File: config.mk
export PLATFORM = sky130hd
export DESIGN_NAME = encoder_period_tachometer
export DESIGN_NICKNAME = d
export VERILOG_FILES = /design/src/hdl/etp_pkg.sv /design/src/hdl/etp_div.sv /design/src/hdl/encoder_period_tachometer.sv
export SDC_FILE = /design/constraint.sdc
export NUM_CORES = 1
export LEC_CHECK = 0
export CAP_MARGIN = 20
export CORE_ASPECT_RATIO = 1.2
export CORE_MARGIN = 5
export CORE_UTILIZATION = 47
export CTS_BUF_LIST = sky130_fd_sc_hd__clkbuf_2
export CTS_CLUSTER_SIZE = 25
export DETAILED_ROUTE_END_ITERATION = 10
export DONT_BUFFER_PORTS = 1
export PLACE_DENSITY_LB_ADDON = 0.25
export SLEW_MARGIN = 20
export SYNTH_ARGS = -nofsm -noshare
export SYNTH_HDL_FRONTEND = slang
export SYNTH_SLANG_ARGS = --single-unit
File: constraint.sdc
create_clock -name i_clk -period 13.2 [get_ports i_clk]
set_input_delay 2.64 -clock i_clk [delete_from_list [all_inputs] [get_ports i_clk]]
set_output_delay 2.64 -clock i_clk [all_outputs]
set_load 0.02 [all_outputs]
File: src/hdl/etp_pkg.sv
// Package for the encoder period tachometer.
// Holds field widths, the speed numerator, opcodes and register indexes.
// No dependencies.
package etp_pkg;

    localparam int TIME_W    = 32;
    localparam int PPR_W     = 16;
    localparam int CFG_W     = 32;
    localparam int MAG_W     = 34;
    localparam int SPEED_W   = MAG_W + 1;
    localparam int DEN_W     = TIME_W + PPR_W;
    localparam int CNT_W     = $clog2(MAG_W);
    // pulse count digit folded into the denominator per multiply cycle
    localparam int DIG_W     = 4;
    localparam int MUL_STEPS = PPR_W / DIG_W;
    localparam int TERM_W    = TIME_W + DIG_W;

    // 60e6 us per minute, scaled by 2^8 fraction bits
    localparam logic [MAG_W-1:0]  SPEED_NUM        = 34'd15360000000;
    localparam logic [PPR_W-1:0]  PPR_RST          = 16'd1;
    localparam logic [TIME_W-1:0] IDLE_TIMEOUT_RST = 32'd100000;

    typedef enum logic [1:0] {
        OP_PULSE   = 2'd0,
        OP_QUERY   = 2'd1,
        OP_RESTART = 2'd2
    } t_opcode;

    localparam logic CFG_PPR  = 1'b0;
    localparam logic CFG_IDLE = 1'b1;

endpackage

File: src/hdl/etp_div.sv
// Digit-serial speed divider: period times pulse count four bits per cycle,
// then a restoring divide that retires one quotient bit per cycle.
// Depends on etp_pkg.
module etp_div (
    input  logic                         i_clk,
    input  logic                         i_rst_n,
    input  logic                         i_start,
    input  logic [etp_pkg::TIME_W-1:0]   i_period,
    input  logic [etp_pkg::PPR_W-1:0]    i_ppr,
    output logic                         o_done,
    output logic [etp_pkg::MAG_W-1:0]    o_quot
);

    typedef enum logic [1:0] {D_IDLE, D_MUL, D_RUN} t_dstate;

    t_dstate                       r_state, n_state;
    logic [etp_pkg::TIME_W-1:0]    r_period;
    logic [etp_pkg::PPR_W-1:0]     r_ppr, n_ppr;
    logic [etp_pkg::DEN_W-1:0]     r_den, n_den;
    logic [etp_pkg::MAG_W-1:0]     r_num, n_num;
    logic [etp_pkg::MAG_W-1:0]     r_rem, n_rem;
    logic [etp_pkg::MAG_W-1:0]     r_quot, n_quot;
    logic [etp_pkg::CNT_W-1:0]     r_cnt, n_cnt;
    logic                          r_done, n_done;
    logic [etp_pkg::MAG_W-1:0]     partial;
    logic                          fits;
    logic [etp_pkg::TERM_W-1:0]    mul_term;

    // period times the top pulse-count digit
    assign mul_term = etp_pkg::TERM_W'(r_period)
                    * etp_pkg::TERM_W'(r_ppr[etp_pkg::PPR_W-1 -: etp_pkg::DIG_W]);

    // next partial remainder: bring down one dividend bit
    assign partial = {r_rem[etp_pkg::MAG_W-2:0], r_num[etp_pkg::MAG_W-1]};
    assign fits    = {{(etp_pkg::DEN_W-etp_pkg::MAG_W){1'b0}}, partial} >= r_den;

    always_comb begin
        n_state = r_state;
        n_ppr   = r_ppr;
        n_den   = r_den;
        n_num   = r_num;
        n_rem   = r_rem;
        n_quot  = r_quot;
        n_cnt   = r_cnt;
        n_done  = 1'b0;
        unique case (r_state)
            D_IDLE: begin
                if (i_start) begin
                    n_ppr   = i_ppr;
                    n_den   = '0;
                    n_cnt   = etp_pkg::CNT_W'(etp_pkg::MUL_STEPS - 1);
                    n_state = D_MUL;
                end
            end
            D_MUL: begin
                // fold in the next digit, most significant first
                n_den = {r_den[etp_pkg::DEN_W-etp_pkg::DIG_W-1:0], {etp_pkg::DIG_W{1'b0}}}
                      + etp_pkg::DEN_W'(mul_term);
                n_ppr = {r_ppr[etp_pkg::PPR_W-etp_pkg::DIG_W-1:0], {etp_pkg::DIG_W{1'b0}}};
                n_cnt = r_cnt - 1'b1;
                if (r_cnt == '0) begin
                    n_num   = etp_pkg::SPEED_NUM;
                    n_rem   = '0;
                    n_cnt   = etp_pkg::CNT_W'(etp_pkg::MAG_W - 1);
                    n_state = D_RUN;
                end
            end
            D_RUN: begin
                n_num  = {r_num[etp_pkg::MAG_W-2:0], 1'b0};
                n_rem  = fits ? (partial - r_den[etp_pkg::MAG_W-1:0]) : partial;
                n_quot = {r_quot[etp_pkg::MAG_W-2:0], fits};
                n_cnt  = r_cnt - 1'b1;
                if (r_cnt == '0) begin
                    n_done  = 1'b1;
                    n_state = D_IDLE;
                end
            end
            default: n_state = D_IDLE;
        endcase
    end

    always_ff @(posedge i_clk) begin
        if (!i_rst_n) begin
            r_state <= D_IDLE;
            r_done  <= 1'b0;
        end else begin
            r_state <= n_state;
            r_done  <= n_done;
        end
        if (i_start && r_state == D_IDLE) begin
            r_period <= i_period;
        end
        r_ppr  <= n_ppr;
        r_den  <= n_den;
        r_num  <= n_num;
        r_rem  <= n_rem;
        r_quot <= n_quot;
        r_cnt  <= n_cnt;
    end

    assign o_done = r_done;
    assign o_quot = r_quot;

endmodule

File: src/hdl/encoder_period_tachometer.sv
// Top level of the encoder period tachometer.
// Depends on etp_pkg and etp_div.
//
// Period-based encoder tachometer. Each input item carries an opcode and a
// microsecond timestamp. A pulse item stores the interval since the previous
// pulse, the new timestamp and the direction (channel B high = forward); a
// restart item stores the timestamp, clears the interval and sets forward. A
// query item returns signed rpm * 256 = 15360000000 / (period * pulses per rev),
// truncated, or zero with stopped set when the interval is zero or more than
// idle_timeout_us have elapsed since the last pulse or restart (modulo 2^32).
// Every item yields exactly one result item. Pulse, restart and unused-opcode
// items, and queries that find the shaft stopped, present their result in the
// cycle after acceptance. A running query latches the operands, runs the
// period-times-pulse-count multiply that folds in four bits of the pulse
// count per cycle, then the restoring divider that retires one quotient bit
// per cycle, and loads the output register once it is free. One item is
// in flight at a time; a new item is taken while the block is idle and the
// output register is empty or being drained. Configuration writes (index 0
// pulse count per revolution, index 1 idle_timeout_us) take effect at once and
// are expected only while the block is idle. A pulse count of zero counts as
// one.
module encoder_period_tachometer (
    input  logic                               i_clk,
    input  logic                               i_rst_n,
    // configuration write port
    input  logic                               i_cfg_we,
    input  logic                               i_cfg_idx,
    input  logic [etp_pkg::CFG_W-1:0]          i_cfg_data,
    // input item channel
    input  logic                               i_in_valid,
    output logic                               o_in_ready,
    input  logic [1:0]                         i_opcode,
    input  logic [etp_pkg::TIME_W-1:0]         i_now_us,
    input  logic                               i_phase_b_level,
    // result item channel
    output logic                               o_out_valid,
    input  logic                               i_out_ready,
    output logic signed [etp_pkg::SPEED_W-1:0] o_speed_q8,
    output logic                               o_stopped,
    output logic                               o_direction_fwd,
    output logic [etp_pkg::TIME_W-1:0]         o_last_edge_time,
    output logic [etp_pkg::TIME_W-1:0]         o_period_us
);

    typedef enum logic [1:0] {S_IDLE, S_DIV, S_HOLD} t_state;

    t_state                          r_state, n_state;
    logic [etp_pkg::PPR_W-1:0]       r_ppr, n_ppr;
    logic [etp_pkg::TIME_W-1:0]      r_timeout, n_timeout;
    logic [etp_pkg::TIME_W-1:0]      r_last, n_last;
    logic [etp_pkg::TIME_W-1:0]      r_period, n_period;
    logic                            r_fwd, n_fwd;

    // output register
    logic                            r_out_valid, n_out_valid;
    logic [etp_pkg::SPEED_W-1:0]     r_speed, n_speed;
    logic                            r_stopped, n_stopped;
    logic                            r_o_fwd, n_o_fwd;
    logic [etp_pkg::TIME_W-1:0]      r_o_last, n_o_last;
    logic [etp_pkg::TIME_W-1:0]      r_o_period, n_o_period;

    logic                            accept;
    logic                            out_free;
    logic [etp_pkg::TIME_W-1:0]      elapsed;
    logic                            is_stopped;
    logic                            div_start;
    logic                            div_done;
    logic [etp_pkg::MAG_W-1:0]       div_quot;
    logic [etp_pkg::PPR_W-1:0]       ppr_eff;
    logic [etp_pkg::SPEED_W-1:0]     mag_ext;

    assign out_free   = !r_out_valid || i_out_ready;
    assign o_in_ready = (r_state == S_IDLE) && out_free;
    assign accept     = i_in_valid && o_in_ready;

    // idle test on wrapped timestamps
    assign elapsed    = i_now_us - r_last;
    assign is_stopped = (elapsed > r_timeout) || (r_period == '0);
    assign ppr_eff    = (r_ppr == '0) ? etp_pkg::PPR_RST : r_ppr;
    assign mag_ext    = {1'b0, div_quot};

    etp_div u_div (
        .i_clk    (i_clk),
        .i_rst_n  (i_rst_n),
        .i_start  (div_start),
        .i_period (r_period),
        .i_ppr    (ppr_eff),
        .o_done   (div_done),
        .o_quot   (div_quot)
    );

    always_comb begin
        n_state     = r_state;
        n_ppr       = r_ppr;
        n_timeout   = r_timeout;
        n_last      = r_last;
        n_period    = r_period;
        n_fwd       = r_fwd;
        n_out_valid = r_out_valid;
        n_speed     = r_speed;
        n_stopped   = r_stopped;
        n_o_fwd     = r_o_fwd;
        n_o_last    = r_o_last;
        n_o_period  = r_o_period;
        div_start   = 1'b0;

        if (i_cfg_we) begin
            unique case (i_cfg_idx)
                etp_pkg::CFG_PPR:  n_ppr     = i_cfg_data[etp_pkg::PPR_W-1:0];
                etp_pkg::CFG_IDLE: n_timeout = i_cfg_data[etp_pkg::TIME_W-1:0];
                default: ;
            endcase
        end

        // drop the result once taken
        if (r_out_valid && i_out_ready) begin
            n_out_valid = 1'b0;
        end

        unique case (r_state)
            S_IDLE: begin
                if (accept) begin
                    n_speed   = '0;
                    n_stopped = 1'b0;
                    n_o_fwd   = r_fwd;
                    n_o_last  = r_last;
                    n_o_period = r_period;
                    unique case (etp_pkg::t_opcode'(i_opcode))
                        etp_pkg::OP_PULSE: begin
                            n_period    = i_now_us - r_last;
                            n_last      = i_now_us;
                            n_fwd       = i_phase_b_level;
                            n_o_period  = i_now_us - r_last;
                            n_o_last    = i_now_us;
                            n_o_fwd     = i_phase_b_level;
                            n_out_valid = 1'b1;
                        end
                        etp_pkg::OP_RESTART: begin
                            n_period    = '0;
                            n_last      = i_now_us;
                            n_fwd       = 1'b1;
                            n_o_period  = '0;
                            n_o_last    = i_now_us;
                            n_o_fwd     = 1'b1;
                            n_out_valid = 1'b1;
                        end
                        etp_pkg::OP_QUERY: begin
                            if (is_stopped) begin
                                n_stopped   = 1'b1;
                                n_out_valid = 1'b1;
                            end else begin
                                // hold the result until the divider finishes
                                div_start = 1'b1;
                                n_state   = S_DIV;
                            end
                        end
                        default: begin
                            n_out_valid = 1'b1;
                        end
                    endcase
                end
            end
            S_DIV: begin
                if (div_done) begin
                    if (out_free) begin
                        n_speed     = r_fwd ? mag_ext : (etp_pkg::SPEED_W'(0) - mag_ext);
                        n_stopped   = 1'b0;
                        n_o_fwd     = r_fwd;
                        n_o_last    = r_last;
                        n_o_period  = r_period;
                        n_out_valid = 1'b1;
                        n_state     = S_IDLE;
                    end else begin
                        n_state = S_HOLD;
                    end
                end
            end
            S_HOLD: begin
                // quotient stays in the divider until the output frees up
                if (out_free) begin
                    n_speed     = r_fwd ? mag_ext : (etp_pkg::SPEED_W'(0) - mag_ext);
                    n_stopped   = 1'b0;
                    n_o_fwd     = r_fwd;
                    n_o_last    = r_last;
                    n_o_period  = r_period;
                    n_out_valid = 1'b1;
                    n_state     = S_IDLE;
                end
            end
            default: n_state = S_IDLE;
        endcase
    end

    always_ff @(posedge i_clk) begin
        if (!i_rst_n) begin
            r_state     <= S_IDLE;
            r_ppr       <= etp_pkg::PPR_RST;
            r_timeout   <= etp_pkg::IDLE_TIMEOUT_RST;
            r_last      <= '0;
            r_period    <= '0;
            r_fwd       <= 1'b1;
            r_out_valid <= 1'b0;
        end else begin
            r_state     <= n_state;
            r_ppr       <= n_ppr;
            r_timeout   <= n_timeout;
            r_last      <= n_last;
            r_period    <= n_period;
            r_fwd       <= n_fwd;
            r_out_valid <= n_out_valid;
        end
        r_speed    <= n_speed;
        r_stopped  <= n_stopped;
        r_o_fwd    <= n_o_fwd;
        r_o_last   <= n_o_last;
        r_o_period <= n_o_period;
    end

    assign o_out_valid      = r_out_valid;
    assign o_speed_q8       = signed'(r_speed);
    assign o_stopped        = r_stopped;
    assign o_direction_fwd  = r_o_fwd;
    assign o_last_edge_time = r_o_last;
    assign o_period_us      = r_o_period;

    // a stopped result carries no speed
    a_stopped_zero: assert property (@(posedge i_clk) disable iff (!i_rst_n)
        r_out_valid && r_stopped |-> r_speed == '0)
        else $error("stopped result with nonzero speed");

    // the divider only finishes while a query waits for it
    a_done_in_div: assert property (@(posedge i_clk) disable iff (!i_rst_n)
        div_done |-> r_state == S_DIV)
        else $error("divider done outside a query");

    // a running query launches the divider
    a_query_starts: assert property (@(posedge i_clk) disable iff (!i_rst_n)
        accept && i_opcode == etp_pkg::OP_QUERY && !is_stopped |=> r_state == S_DIV)
        else $error("query did not start the divider");

    // sign of a nonzero speed follows the direction and its period is nonzero
    a_speed_sign: assert property (@(posedge i_clk) disable iff (!i_rst_n)
        r_out_valid && r_speed != '0 |->
            (r_speed[etp_pkg::SPEED_W-1] == !r_o_fwd) && (r_o_period != '0))
        else $error("speed sign or period inconsistent");

endmodule

; ---- After elaboration in Yosys (flattened, before gate mapping)
; Cells that the tools add are included.
[word_totals]
input_bits = 73
elab_cells = 134
reg_bits = 423
[classes]
n_eq_ne = 14
reduce_logical = 28
addsub = 5
magnitude_cmp = 2
mul = 1
n_bitwise = 1
mux = 62
[op_table]
columns = op, count
row1 = $mux 32, 7
row2 = $pmux 32 s3, 2
row3 = $mux 35, 4
row4 = $pmux 35 s3, 1
row5 = $pmux 48 s2, 1
row6 = $pmux 34 s2, 1
row7 = $mux 33, 2
row8 = $pmux 33 s2, 1
row9 = $pmux 32 s2, 1
row10 = $add 48x36->48, 1
row11 = $ge 34x48->1, 1
row12 = $mux 48, 1
row13 = $mul 32x4->36, 1
row14 = $sub 1x34->35 const A, 1
row15 = $mux 34, 1
row16 = $sub 33x33->33, 1
row17 = $gt 32x32->1, 1
row18 = $logic_not 32->1, 1
row19 = $mux 16, 2
row20 = $pmux 16 s2, 1
row21 = $sub 32x32->32, 1
row22 = $mux 1, 19
row23 = $mux 2, 9
row24 = $pmux 6 s3, 1
row25 = 22 further kinds, 51

; ---- Logic depth before layout (Yosys ltp)
[depth]
word_depth = 9
ltp_mapped = 22
depth_no_buf = 22

; ---- Cells and area by module
; A second synthesis with hierarchy kept.
[unflattened]
cells_unflattened = 2766
area_unflattened_um2 = 26387.8
[modules_own_cells]
columns = module, cells_per_inst, seq_area_each_um2, instances, area_each_um2
row1 = etp_div, 1414, 5675.4, 1, 14500.2
row2 = encoder_period_tachometer, 1352, 5355.1, 1, 11887.7

; ---- Worst setup path after synthesis
; No wires, ideal clock.
[synth_path]
path_kind = input-to-reg
from = input port i_out_ready
to = register r_o_fwd (netlist: o_direction_fwd) (enable)
setup_time_ns = 0.590
arrival_time_ns = 10.677
cell_stages = 5
path_slack_ns = 1.933
n_path_buf = 1
cell_sequence = nand2b_1 > clkbuf_1 > nand2_1 > a211oi_1 > a21boi_0
[synth_via]
elab_chain_len = 5
[synth_rtl]
columns = item, line_no
row1 = from (decl), encoder_period_tachometer.sv:37  ; input logic i_out_ready,
row2 = $logic_or 1x1->1, encoder_period_tachometer.sv:72  ; assign out_free = !r_out_valid || i_out_ready;
row3 = $logic_and 1x1->1, encoder_period_tachometer.sv:73  ; assign o_in_ready = (r_state == S_IDLE) && out_free;
row4 = $logic_and 1x1->1, encoder_period_tachometer.sv:74  ; assign accept = i_in_valid && o_in_ready;
row5 = $ne 2x2->1 (no line), -
row6 = $reduce_and 3->1 (no line), -
row7 = to (signal assigned), encoder_period_tachometer.sv:214  ; r_o_fwd <= n_o_fwd;
row8 = to (decl), encoder_period_tachometer.sv:58  ; logic r_o_fwd, n_o_fwd;
; No other way between the ends.
; A chain may end at the register's enable or synchronous reset.

; ---- Worst setup path after layout
[layout_path]
from = input port i_now_us[0] in the netlist's numbering
to = register u_div.r_ppr[13] in the netlist's numbering (enable)
[layout_via]
elab_chain_len = 9
[layout_rtl]
columns = item, line_no
row1 = from (decl), encoder_period_tachometer.sv:33  ; input logic [etp_pkg::TIME_W-1:0] i_now_us,
row2 = $sub 32x32->32, encoder_period_tachometer.sv:77  ; assign elapsed = i_now_us - r_last;
row3 = $gt 32x32->1, encoder_period_tachometer.sv:78  ; assign is_stopped = (elapsed > r_timeout) || (r_period == '0);
row4 = $logic_or 1x1->1, encoder_period_tachometer.sv:78
row5 = $mux 1, encoder_period_tachometer.sv:148  ; if (is_stopped) begin
row6 = $mux 1, encoder_period_tachometer.sv:128  ; unique case (etp_pkg::t_opcode'(i_opcode))
row7 = $mux 1, encoder_period_tachometer.sv:122  ; if (accept) begin
row8 = $mux 1, encoder_period_tachometer.sv:120  ; unique case (r_state)
row9 = $ne 2x1->1 (no line), -
row10 = $reduce_and 2->1 (no line), -
row11 = to (signal assigned), etp_div.sv:93  ; r_ppr <= n_ppr;
row12 = to (decl), etp_div.sv:18  ; logic [etp_pkg::PPR_W-1:0] r_ppr, n_ppr;
; No other way between the ends.

==> impl_metrics.json <==
{
  "peakVddDrop_mv": 0.07626,
  "port_buffers": 0,
  "tightestPinTransition_ns": 1.098,
  "die_y_um": 266.3,
  "chipWidth_um": 223.6,
  "maxCapViolCount": 0,
  "path_class": "primary input to register",
  "clock_path_buffers": 3,
  "synth.area.top_cells": "edfxtp_1 (34%), dfxtp_1 (9.3%), ha_1 (7.4%), fa_1 (7.2%), nand2_1 (6.5%)",
  "area_delta_synth_final_pct": 6.310,
  "num_vias": 19734,
  "wl_per_cell_um": 19.28,
  "hpwl_um": 49650,
  "finalHoldViolCount": 0,
  "overflow": 0,
  "via_per_inst": 5.629,
  "synthDominantCellAreaShare_pct": 33.60,
  "cts_tree": "done",
  "grt_pass1_wl_um": 106800,
  "route.detailed.drc": 0,
  "fp.dieArea_mm2": 0.05956,
  "grt_max_degree": 84,
  "stdcell_count": 3506,
  "fp-row-count": 94,
  "synth.net_count": 3017,
  "clock_latency_ns": 1.12,
  "yosysMostFrequentCell": "nand2_1",
  "clock-root-buffer": "clkbuf_2",
  "final_core_util_pct": 50.14,
  "cts_buffers": 102,
  "clock-sinks": 407,
  "h-tree-depth": 3,
  "yosysSeqAreaShare_pct": 42.86,
  "fin_area_mm2": 0.02736,
  "post_cts_buffers": 0,
  "crit_required_ns": 13.86,
  "drt-pass1-iter-count": 6,
  "crit_slowest_cell": "buf_4",
  "max_slew_margin_pct": 26.82,
  "path_clk_slew_ns": 0.10,
  "yosys.area.top_type": "edfxtp_1",
  "first_global_vias": 19830,
  "slew_viol_final": 0,
  "fin_crit_ns": 7.205,
  "clock.fmax_ghz": 0.1388,
  "yosys_warnings": 0,
  "start_kind": "primary input",
  "wirelength_um": 67580,
  "avgSynthCellArea_um2": 9.536,
  "syn-instance-count": 2699,
  "ff2ff_setup_slack_ns": 6.93,
  "path_max_fanout": 64,
  "synth_edf_count": 288,
  "cpPeakStageDelay_ns": 0.63,
  "min-delay-path-class": "register to register",
  "grt_util_all_layers_pct": 22.26,
  "synthArstFlopShare_pct": 0,
  "drtIter0Drc": 1163,
  "io-pin-count": 176,
  "rsz0062_at_grt": "false",
  "routabilityCongestion": 0.9534,
  "layout-drive-gt1-share_pct": 8.516,
  "fin_setup_tns_ns": 0,
  "power_leakage_uw": 0.01136,
  "dpl_cell_area_mm2": 0.02638,
  "yosys-top-cells-count": "nand2_1 (447), edfxtp_1 (288), a21oi_1 (233), inv_1 (232), nor2_1 (158)",
  "cp.arrival_ns": 7.87,
  "antenna_found_initial": 1,
  "hold_buffers": 0,
  "yosysUniqueCellTypes": 80,
  "power_uw": 3431,
  "p_per_area_mw_per_mm2": 125.4,
  "postRouteAntennaNets": 0,
  "critical_path.cell_chain": "inv_1, ha_1, inv_1, fa_1, a211oi_1, o21ai_0, nand3_1, nand4_1, o211ai_1, a21oi_1, or3_1, and2_1, ha_1, nand4_1, or2_2, nor2_1, nand2_1, nor3_1, a21oi_1, nor2_1, nand3_1, o21ai_4, buf_4",
  "ys_ff_latch": 407,
  "period_share_pct": 54.58,
  "setup_viol": 0,
  "finalClockSkew_ns": 0.1026,
  "final_nets": 3021,
  "worstSetupEndpointType": "register",
  "run_status": "finished, final reports clean",
  "initial_core_util_pct": 47.16,
  "core_mm2": 0.05457,
  "synthFlopType": "edfxtp_1",
  "synth_area_mm2": 0.02574,
  "place_inst": 3316,
  "cts_resized": 0
}
## final cells by class
| class | count | area, um^2 |
|---|---|---|
| Timing Repair Buffer | 21 | 192.7 |
| Clock buffer | 151 | 755.7 |
| Sequential cell | 407 | 11030 |
| Fill cell | 5160 | 27210 |
| Antenna cell | 3 | 7.507 |
| Multi-Input combinational cell | 1938 | 13440 |
| Clock inverter | 33 | 162.7 |
| Inverter | 233 | 875.8 |
| Tap cell | 720 | 900.9 |
## cell usage in the layout (no fill, tap or decap), drive strengths merged, types with 7 or more instances in the layout
cell type,netlist,layout
nor2,158,158
a31oi,21,21
a21boi,7,7
nor3,47,47
nor2b,20,20
nand4,28,28
nand2,447,447
a21o,53,53
o21ai,112,112
a21oi,233,233
and2,67,67
o21bai,15,15
buf,13,21
xnor2,79,79
edfxtp,288,288
xor2,32,32
nand2b,31,31
ha,152,152
fa,93,93
inv,233,237
mux2i,23,23
or3,16,16
nand3,48,48
mux2,12,12
o31ai,18,18
nor4,23,23
o2bb2ai,7,7
o211ai,17,17
clkbuf,108,151
a211oi,14,14
and3,13,13
a22o,8,8
clkinv,0,28
o21a,17,17
o211a,34,34
dfxtp,119,119
or2,7,7
## state kept, by name, indices dropped and copies added, names as in the netlist, 18 cells and up
signal            count
r_period             32
o_last_edge_time     32
u_div.r_den          48
r_last               32
r_timeout            32
u_div.r_period       32
u_div.r_num          18
u_div.o_quot         34
u_div.r_rem          33
o_speed_q8           35
o_period_us          32
## critical path: cells and delay by family
| kind | cells | cell delay, ns |
|---|---|---|
| compound gates | 6 | 1.14 |
| fa+ha+maj | 3 | 0.87 |
| buf+inv | 3 | 0.74 |
| simple gates | 11 | 2.36 |
## routing by layer
metal  part of all wire [%]  GRT usage [%]
met1                     40          26.27
met2                     50          39.03
met3                    5.7          4.209
met4                    4.5          10.88
met5                      0              0
## cell families after synthesis
kind of cell | count (synthesis) | synth area share (%)
simple gates | 929 | 16.59
compound gates | 618 | 15.52
flops | 407 | 42.86
buf+inv | 354 | 5.211
fa+ha+maj | 245 | 14.62
xor+xnor | 111 | 3.777
mux | 35 | 1.420
## metrics by stage
| stage | hold WS, ns | worst slack [ns] |
|---|---|---|
| final | 0.4580 | 5.995 |
| after global routing | 0.4762 | 5.776 |
| after global placement | 0.4415 | 4.977 |
| after detailed placement | 0.4463 | 4.933 |
| after CTS | 0.4601 | 6.141 |
| after floorplan | 0.4363 | 1.933 |
## power breakdown
group / total, uW / internal, uW / switching (uW)
clock: 856 / 314 / 542
sequential: 1600 / 1480 / 119
combinational: 975 / 373 / 602
## worst paths after layout
kind / start / endpoint / cells after the start
worst min register to register: r_last[20]$_SDFFE_PN0P_ / r_last[20]$_SDFFE_PN0P_ / 2
worst max-delay path: i_now_us[0] / u_div.r_ppr[13]$_DFFE_PP_ / 23
worst max register to register: u_div.r_ppr[13]$_DFFE_PP_ / u_div.r_den[31]$_SDFFCE_PN0P_ / 15
worst min-delay path: r_last[20]$_SDFFE_PN0P_ / r_last[20]$_SDFFE_PN0P_ / 2
(Power assumes the default switching activity.)
